$ cat src/design/rac_pkg.sv
// Package with the command codes, the sequencer states and the widths of the rational ALU.
package rac_pkg;

  localparam int unsigned DataWidth = 32;
  localparam int unsigned CntWidth  = $clog2(DataWidth + 1);

  typedef enum logic [2:0] {
    CMD_LOAD  = 3'd0,
    CMD_MULF  = 3'd1,
    CMD_ADD   = 3'd2,
    CMD_SUB   = 3'd3,
    CMD_MULI  = 3'd4,
    CMD_RECIP = 3'd5,
    CMD_SIMP  = 3'd6,
    CMD_NOP   = 3'd7
  } cmd_e;

  typedef enum logic [3:0] {
    ST_IDLE,
    ST_MUL1,
    ST_MUL2,
    ST_COMBINE,
    ST_GCD,
    ST_DIV,
    ST_DIVDONE,
    ST_OUT
  } state_e;

endpackage

$ cat src/design/rational_accumulator_alu.sv
// Rational accumulator ALU: a numerator/denominator pair updated by bit-serial arithmetic.
// Load, reciprocal, the unused code and a simplify that keeps the fraction go straight to the
// output; multiply by integer runs one shift-add pass; multiply, add and subtract run two
// shift-add passes, one multiplier bit a cycle.
// Simplify runs Euclid with a bit-serial remainder, then two divides by the GCD.
// One item at a time; the next beat is taken the cycle after the result leaves. Reset is
// asynchronous, active low, and sets the fraction to 0 / 1.
module rational_accumulator_alu (
  input  logic        clk_i,
  input  logic        rst_ni,
  input  logic        s_axis_tvalid,
  output logic        s_axis_tready,
  // command [2:0], operand_numerator [34:3], operand_denominator [66:35], zeros [71:67]
  input  logic [71:0] s_axis_tdata,
  output logic        m_axis_tvalid,
  input  logic        m_axis_tready,
  // result_numerator [31:0], result_denominator [63:32]
  output logic [63:0] m_axis_tdata
);
  import rac_pkg::*;

  localparam int unsigned W = DataWidth;

  state_e        state_q, state_d;
  cmd_e          cmd_q, cmd_d;
  logic [W-1:0]  num_q, num_d, den_q, den_d;
  logic [W-1:0]  opn_q, opn_d, opd_q, opd_d;
  // Shift-add multiplier: multiplicand shifts left, multiplier shifts right.
  logic [W-1:0]  mcand_q, mcand_d, mplier_q, mplier_d, prod_q, prod_d;
  // Second accumulator on the first pass: the denominator times the same multiplier bits.
  logic [W-1:0]  mcand2_q, mcand2_d, prod2_q, prod2_d;
  logic [W-1:0]  p1_q, p1_d;
  logic [CntWidth-1:0] cnt_q, cnt_d;
  // GCD registers a and b; a mod b is worked out in the divider registers below.
  logic [W-1:0]  ga_q, ga_d, gb_q, gb_d;
  // Restoring divider: remainder, quotient/dividend shift register, first quotient.
  logic [W-1:0]  rem_q, rem_d, quo_q, quo_d, q1_q, q1_d;
  logic          phase_q, phase_d;
  logic [W:0]    rem_sh;
  logic [W:0]    trial;

  wire in_beat = s_axis_tvalid && s_axis_tready;

  // Sequencer registers.
  always_ff @(posedge clk_i or negedge rst_ni) begin
    if (!rst_ni) begin
      state_q <= ST_IDLE;
      num_q   <= '0;
      den_q   <= W'(1);
    end else begin
      state_q <= state_d;
      num_q   <= num_d;
      den_q   <= den_d;
    end
  end

  // Datapath registers.
  always_ff @(posedge clk_i) begin
    cmd_q    <= cmd_d;
    opn_q    <= opn_d;
    opd_q    <= opd_d;
    mcand_q  <= mcand_d;
    mplier_q <= mplier_d;
    prod_q   <= prod_d;
    mcand2_q <= mcand2_d;
    prod2_q  <= prod2_d;
    p1_q     <= p1_d;
    cnt_q    <= cnt_d;
    ga_q     <= ga_d;
    gb_q     <= gb_d;
    rem_q    <= rem_d;
    quo_q    <= quo_d;
    q1_q     <= q1_d;
    phase_q  <= phase_d;
  end

  // One restoring divide step of quo_q (dividend bits) by gb_q or the GCD in ga_q.
  always_comb begin
    rem_sh = {rem_q, quo_q[W-1]};
    trial  = rem_sh - {1'b0, (state_q == ST_GCD) ? gb_q : ga_q};
  end

  // Next state and datapath control.
  always_comb begin
    state_d  = state_q;
    cmd_d    = cmd_q;
    num_d    = num_q;
    den_d    = den_q;
    opn_d    = opn_q;
    opd_d    = opd_q;
    mcand_d  = mcand_q;
    mplier_d = mplier_q;
    prod_d   = prod_q;
    mcand2_d = mcand2_q;
    prod2_d  = prod2_q;
    p1_d     = p1_q;
    cnt_d    = cnt_q;
    ga_d     = ga_q;
    gb_d     = gb_q;
    rem_d    = rem_q;
    quo_d    = quo_q;
    q1_d     = q1_q;
    phase_d  = phase_q;
    s_axis_tready = 1'b0;
    m_axis_tvalid = 1'b0;
    unique case (state_q)
      ST_IDLE: begin
        s_axis_tready = 1'b1;
        if (in_beat) begin
          cmd_d = cmd_e'(s_axis_tdata[2:0]);
          opn_d = s_axis_tdata[34:3];
          opd_d = s_axis_tdata[66:35];
          cnt_d = '0;
          prod_d = '0;
          mcand2_d = den_q;
          prod2_d  = '0;
          unique case (cmd_e'(s_axis_tdata[2:0]))
            CMD_LOAD: begin
              num_d   = s_axis_tdata[34:3];
              den_d   = s_axis_tdata[66:35];
              state_d = ST_OUT;
            end
            CMD_RECIP: begin
              num_d   = den_q;
              den_d   = num_q;
              state_d = ST_OUT;
            end
            CMD_NOP: state_d = ST_OUT;
            CMD_SIMP: begin
              if (!num_q[W-1] && num_q != '0 && !den_q[W-1] && den_q != '0) begin
                ga_d    = num_q;
                gb_d    = den_q;
                rem_d   = '0;
                quo_d   = num_q;
                state_d = ST_GCD;
              end else begin
                state_d = ST_OUT;
              end
            end
            CMD_MULI: begin
              mcand_d = num_q;
              mplier_d = s_axis_tdata[34:3];
              state_d = ST_MUL2;
            end
            CMD_MULF: begin
              mcand_d = num_q;
              mplier_d = s_axis_tdata[34:3];
              state_d = ST_MUL1;
            end
            default: begin
              // Add and subtract: first num*opd, and den*opd alongside.
              mcand_d = num_q;
              mplier_d = s_axis_tdata[66:35];
              state_d = ST_MUL1;
            end
          endcase
        end
      end
      ST_MUL1, ST_MUL2: begin
        // One bit of the multiplier per cycle.
        if (mplier_q[0]) prod_d = prod_q + mcand_q;
        if (state_q == ST_MUL1) begin
          if (mplier_q[0]) prod2_d = prod2_q + mcand2_q;
          mcand2_d = mcand2_q << 1;
        end
        mcand_d  = mcand_q << 1;
        mplier_d = mplier_q >> 1;
        cnt_d    = cnt_q + CntWidth'(1);
        if (cnt_q == CntWidth'(W - 1)) begin
          cnt_d = '0;
          if (state_q == ST_MUL1) begin
            p1_d    = mplier_q[0] ? prod_q + mcand_q : prod_q;
            prod_d  = '0;
            mcand_d = den_q;
            mplier_d = (cmd_q == CMD_MULF) ? opd_q : opn_q;
            state_d = ST_MUL2;
          end else begin
            state_d = ST_COMBINE;
          end
        end
      end
      ST_COMBINE: begin
        // prod_q holds the second product, p1_q the first, prod2_q den*opd on add/sub.
        unique case (cmd_q)
          CMD_MULI: num_d = prod_q;
          CMD_MULF: begin
            num_d = p1_q;
            den_d = prod_q;
          end
          CMD_ADD: begin
            num_d = prod_q + p1_q;
            den_d = prod2_q;
          end
          default: begin
            num_d = p1_q - prod_q;
            den_d = prod2_q;
          end
        endcase
        state_d = ST_OUT;
      end
      ST_GCD: begin
        // Euclid step: a mod b by a restoring divide, one bit a cycle.
        rem_d = trial[W] ? rem_sh[W-1:0] : trial[W-1:0];
        quo_d = quo_q << 1;
        cnt_d = cnt_q + CntWidth'(1);
        if (cnt_q == CntWidth'(W - 1)) begin
          cnt_d = '0;
          if ((trial[W] ? rem_sh[W-1:0] : trial[W-1:0]) == '0) begin
            // b is the GCD; divide the numerator first.
            ga_d    = gb_q;
            rem_d   = '0;
            quo_d   = num_q;
            phase_d = 1'b0;
            state_d = ST_DIV;
          end else begin
            ga_d  = gb_q;
            gb_d  = trial[W] ? rem_sh[W-1:0] : trial[W-1:0];
            quo_d = gb_q;
            rem_d = '0;
          end
        end
      end
      ST_DIV: begin
        // Restoring divide by the GCD; quotient bits enter at the bottom.
        rem_d = trial[W] ? rem_sh[W-1:0] : trial[W-1:0];
        quo_d = {quo_q[W-2:0], ~trial[W]};
        cnt_d = cnt_q + CntWidth'(1);
        if (cnt_q == CntWidth'(W - 1)) begin
          cnt_d = '0;
          if (!phase_q) begin
            q1_d    = {quo_q[W-2:0], ~trial[W]};
            quo_d   = den_q;
            rem_d   = '0;
            phase_d = 1'b1;
          end else begin
            state_d = ST_DIVDONE;
          end
        end
      end
      ST_DIVDONE: begin
        num_d   = q1_q;
        den_d   = quo_q;
        state_d = ST_OUT;
      end
      ST_OUT: begin
        m_axis_tvalid = 1'b1;
        if (m_axis_tready) state_d = ST_IDLE;
      end
      default: state_d = ST_IDLE;
    endcase
  end

  assign m_axis_tdata = {den_q, num_q};

  // Checks on the sequencer.
  a_ready_idle: assert property (@(posedge clk_i) disable iff (!rst_ni)
    s_axis_tready |-> !m_axis_tvalid) else $error("ready and valid together");
  a_hold_out: assert property (@(posedge clk_i) disable iff (!rst_ni)
    (m_axis_tvalid && !m_axis_tready) |=> $stable(m_axis_tdata))
    else $error("result changed while stalled");
  a_gcd_pos: assert property (@(posedge clk_i) disable iff (!rst_ni)
    (state_q == ST_GCD) |-> (ga_q != '0 && gb_q != '0)) else $error("gcd operand zero");
  a_load: assert property (@(posedge clk_i) disable iff (!rst_ni)
    (in_beat && s_axis_tdata[2:0] == CMD_LOAD)
      |=> m_axis_tdata[31:0] == $past(s_axis_tdata[34:3]))
    else $error("load lost");

endmodule
$ cat config.mk
export PLATFORM = sky130hd
export DESIGN_NAME = rational_accumulator_alu
export DESIGN_NICKNAME = d
export VERILOG_FILES = /design/src/design/rac_pkg.sv /design/src/design/rational_accumulator_alu.sv
export SDC_FILE = /design/constraint.sdc
export NUM_CORES = 1
export LEC_CHECK = 0
export BUFFER_PORTS_ARGS = -buffer_cell sky130_fd_sc_hd__buf_2
export CAP_MARGIN = 25
export CORE_AREA = 2 2 221 223
export CTS_BUF_LIST = sky130_fd_sc_hd__clkbuf_2 sky130_fd_sc_hd__clkbuf_4 sky130_fd_sc_hd__clkbuf_8
export CTS_CLUSTER_SIZE = 30
export DETAILED_ROUTE_END_ITERATION = 8
export DIE_AREA = 0 0 223 225
export PLACE_DENSITY = 0.83
export SYNTH_ARGS = -nofsm -noshare
export SYNTH_HDL_FRONTEND = slang
export SYNTH_SLANG_ARGS = --single-unit
$ cat constraint.sdc
create_clock -name clk_i -period 11.9 [get_ports clk_i]
set_input_delay 1.785 -clock clk_i [delete_from_list [all_inputs] [get_ports clk_i]]
set_output_delay 1.785 -clock clk_i [all_outputs]
set_load 0.03 [all_outputs]
==> impl_metrics.ini <==
[setup_path]
reg2reg_to = quo_q[0]$_DFFE_PP_
startpoint_type = flop
cp-end-kind = flop
crit_fanout = 87
worstSetupPathType = reg -> reg
worstRegToRegCells = 18
r2r-start = state_q[0]$_DFFE_PN0P_
timing.reg2reg.setup_slack_ns = 4.15
worstPathArrival_ns = 8.27
cp.required_ns = 12.43

[synth]
yosys.area.top_type = edfxtp_1
ys.flop_type = edfxtp_1
syn_nets = 3376
syn-instance-count = 3169
synth_cell_types = 81
netlist.area_leader.share = 0.416
synth_warnings = 0
async_flop_share = 0.136
synth_edf_count = 426
synth_area_um2 = 30800
synth_area_leaders = edfxtp_1, mux2i_1, nand2_1
syn-mean-instance-area_um2 = 9.71
ys_seq_area_frac = 0.470
ys_ff_latch = 493

[route]
ant_nets = 0
drc = 0
drtIter0Drc = 3439
finalWirelength_um = 95000
route.vias.total = 26700
via_per_inst = 6.77
firstDrtPassIters = 6
routedWlPerCell_um = 24.1

[flow_run]
drv_cap = 0

[hold_path]
min_path_type = reg -> reg
min_from = quo_q[19]$_DFFE_PP_
whs_endpoint = q1_q[20]$_DFFE_PP_
hold_depth = 0

[power]
power_per_cell_area_nw_per_um2 = 331
max-vdd-ir-drop_v = 0.000266
leakage_nw = 13.3
post-layout-total-power_mw = 11.2

[grt]
grt_pass1_vias = 25400
grt_usage = 0.375
grt_pass1_wl_um = 144000
antenna_found_initial = 3
grt_max_degree = 88
grt.overflow.total = 0

[placement]
post-place-cells = 3786
post-place-ws_ns = 4.31
dpl_cell_area_um2 = 32000
place.gp.congestion = 0.982
hpwl_um = 67200
io_buffers = 136

[cts]
cts_root_buffer = clkbuf_8
htree_levels = 3
clkSlewWorstSetupHoldPaths_ns = 0.06
numCtsBuffers = 85
clock_sinks = 493
cts_buffer_depth = 3
cts_resized = 0
post-cts-setup-buffer-count = 0
holdBufCountCts = 0
clkLatencyLatePin_ns = 0.71
cts_tree = built

[timing]
hold_slack_ns = 0.512
setup_tns_ns = 0
clock.fmax_mhz = 129
hold_viol = 0
finClkSkew_ns = 0.0543
rsz0062_at_grt = no
worstMarginPinSlew_ns = 1.10
setup_slack_ns = 4.15
slew_violations = 0
finalSetupViolations = 0
slew_headroom = 0.265
period_share = 0.651
min_period_ns = 7.75

[layout]
fin_util = 0.712
stdcell_area_um2 = 33900
stdcell_count = 3948
layout-drive-gt1-share = 0.122
final_net_count = 3467
syn_to_final_growth_pct = 10.0

[die]
ios = 142
die_area_um2 = 50200
die_w_um = 223
start_util = 0.647
rows = 80
dieHeight_um = 225
fp.coreArea_um2 = 47500

[outcome]
status = finished, final reports clean
-- worst max path at each step --
stage | from | to | slack, ns | cells after the start
after detailed placement | state_q[0]$_DFFE_PN0P_ | quo_q[2]$_DFFE_PP_ | 4.31 | 18
final | state_q[0]$_DFFE_PN0P_ | quo_q[0]$_DFFE_PP_ | 4.15 | 18
after CTS | state_q[0]$_DFFE_PN0P_ | quo_q[1]$_DFFE_PP_ | 4.26 | 18
after floorplan | s_axis_tvalid | mcand_q[0]$_DFFE_PP_ | 2.23 | 3
after global placement | state_q[0]$_DFFE_PN0P_ | quo_q[5]$_DFFE_PP_ | 4.38 | 18
after global routing | state_q[0]$_DFFE_PN0P_ | quo_q[1]$_DFFE_PP_ | 3.82 | 18
-- per-layer routing --
metal,routed length (um),GRT usage,vias up
li1,-,-,12000
met1,36700,0.519,12700
met2,40800,0.558,1753
met3,13200,0.103,305
met4,4210,0.157,4
met5,25,0,-
-- Yosys cell counts (6+ instances only) --
library cell	count
a211oi_1	50
a21boi_0	36
a21o_1	42
a21oi_1	217
a221o_1	37
a221oi_1	27
a22o_1	6
a22oi_1	57
a31oi_1	47
and2_1	17
and3_1	14
buf_1	24
clkbuf_1	147
dfrtp_1	66
edfxtp_1	426
ha_1	127
inv_1	52
mux2_2	19
mux2i_1	190
nand2_1	501
nand2b_1	28
nand3_1	39
nand4_1	10
nor2_1	310
nor2b_1	39
nor3_1	39
nor3b_1	10
nor4_1	26
o211ai_1	12
o21a_1	18
o21ai_0	210
o21ai_1	8
o21bai_1	16
o22ai_1	37
o31a_1	6
o31ai_1	17
o41ai_1	7
or2_2	7
or3_1	20
or4_1	11
xnor2_1	74
xor2_1	52
-- kinds of logic (layout without fill, tap and decap cells) --
| logic type | count (synthesis) | count (layout) | synth area share |
|---|---|---|---|
| AOI/OAI and AO/OA | 889 | 889 | 0.186 |
| xor gates and xnor gates | 126 | 126 | 0.0359 |
| adders and majority gates | 131 | 131 | 0.0543 |
| buffers and inverters | 233 | 395 | 0.0299 |
| DFF | 493 | 493 | 0.470 |
| muxes | 209 | 209 | 0.0688 |
| other | 0 | 2 | 0 |
| and+or+nand+nor | 1088 | 1088 | 0.155 |
-- power by group --
group	leakage (nW)	switching, mW	total [mW]	internal, mW
clock network	0.942	0.733	1.61	0.881
registers	4.73	0.899	3.70	2.80
logic	7.64	3.69	5.89	2.20
total	13.3	5.32	11.2	5.89
-- final cells by class --
class | count | area, um^2
sequential | 493 | 14500
fill | 3496 | 13700
antenna | 2 | 5.00
clock buffer | 131 | 1600
clock inverter | 27 | 178
multi-input combinational | 2443 | 15500
inverter | 53 | 199
timing repair buffer | 184 | 1110
tap | 615 | 769
-- critical path, stage by stage (launching register included) --
cell,delay (ns)
dfrtp_2,1.06
or3_4,0.54
buf_4,0.64
a21boi_0,0.23
ha_1,0.41
a21oi_2,0.40
o21ai_1,0.18
a221oi_2,0.44
o211ai_1,0.15
o31a_1,0.27
nand3_2,0.08
buf_4,0.30
inv_2,0.35
nor4_1,0.47
o21ai_0,0.29
nand4bb_1,0.29
and4bb_4,0.49
a31o_2,0.64
a221o_1,0.26
-- placed cells by master (no fill, tap or decap), types with 17 or more instances in the layout --
| cell | synthesis | routed |
|---|---|---|
| dfrtp_1 | 66 | 65 |
| xor2_1 | 52 | 52 |
| nand2_1 | 501 | 499 |
| nor3_1 | 39 | 37 |
| a211oi_1 | 50 | 50 |
| clkbuf_8 | 0 | 98 |
| inv_1 | 52 | 51 |
| ha_1 | 127 | 127 |
| xnor2_1 | 74 | 74 |
| o31ai_1 | 17 | 17 |
| o21a_1 | 18 | 18 |
| buf_2 | 2 | 136 |
| mux2_2 | 19 | 19 |
| or3_1 | 20 | 19 |
| edfxtp_1 | 426 | 426 |
| a31oi_1 | 47 | 47 |
| mux2i_1 | 190 | 190 |
| a21oi_1 | 217 | 215 |
| a22oi_1 | 57 | 57 |
| nor2_1 | 310 | 306 |
| nand2b_1 | 28 | 28 |
| a21boi_0 | 36 | 34 |
| a21o_1 | 42 | 41 |
| o21ai_0 | 210 | 210 |
| clkbuf_4 | 0 | 33 |
| a221oi_1 | 27 | 27 |
| buf_4 | 3 | 44 |
| nor2b_1 | 39 | 38 |
| nor4_1 | 26 | 26 |
| o22ai_1 | 37 | 37 |
| nand3_1 | 39 | 37 |
| a221o_1 | 37 | 37 |
(Power assumes the default switching activity.)
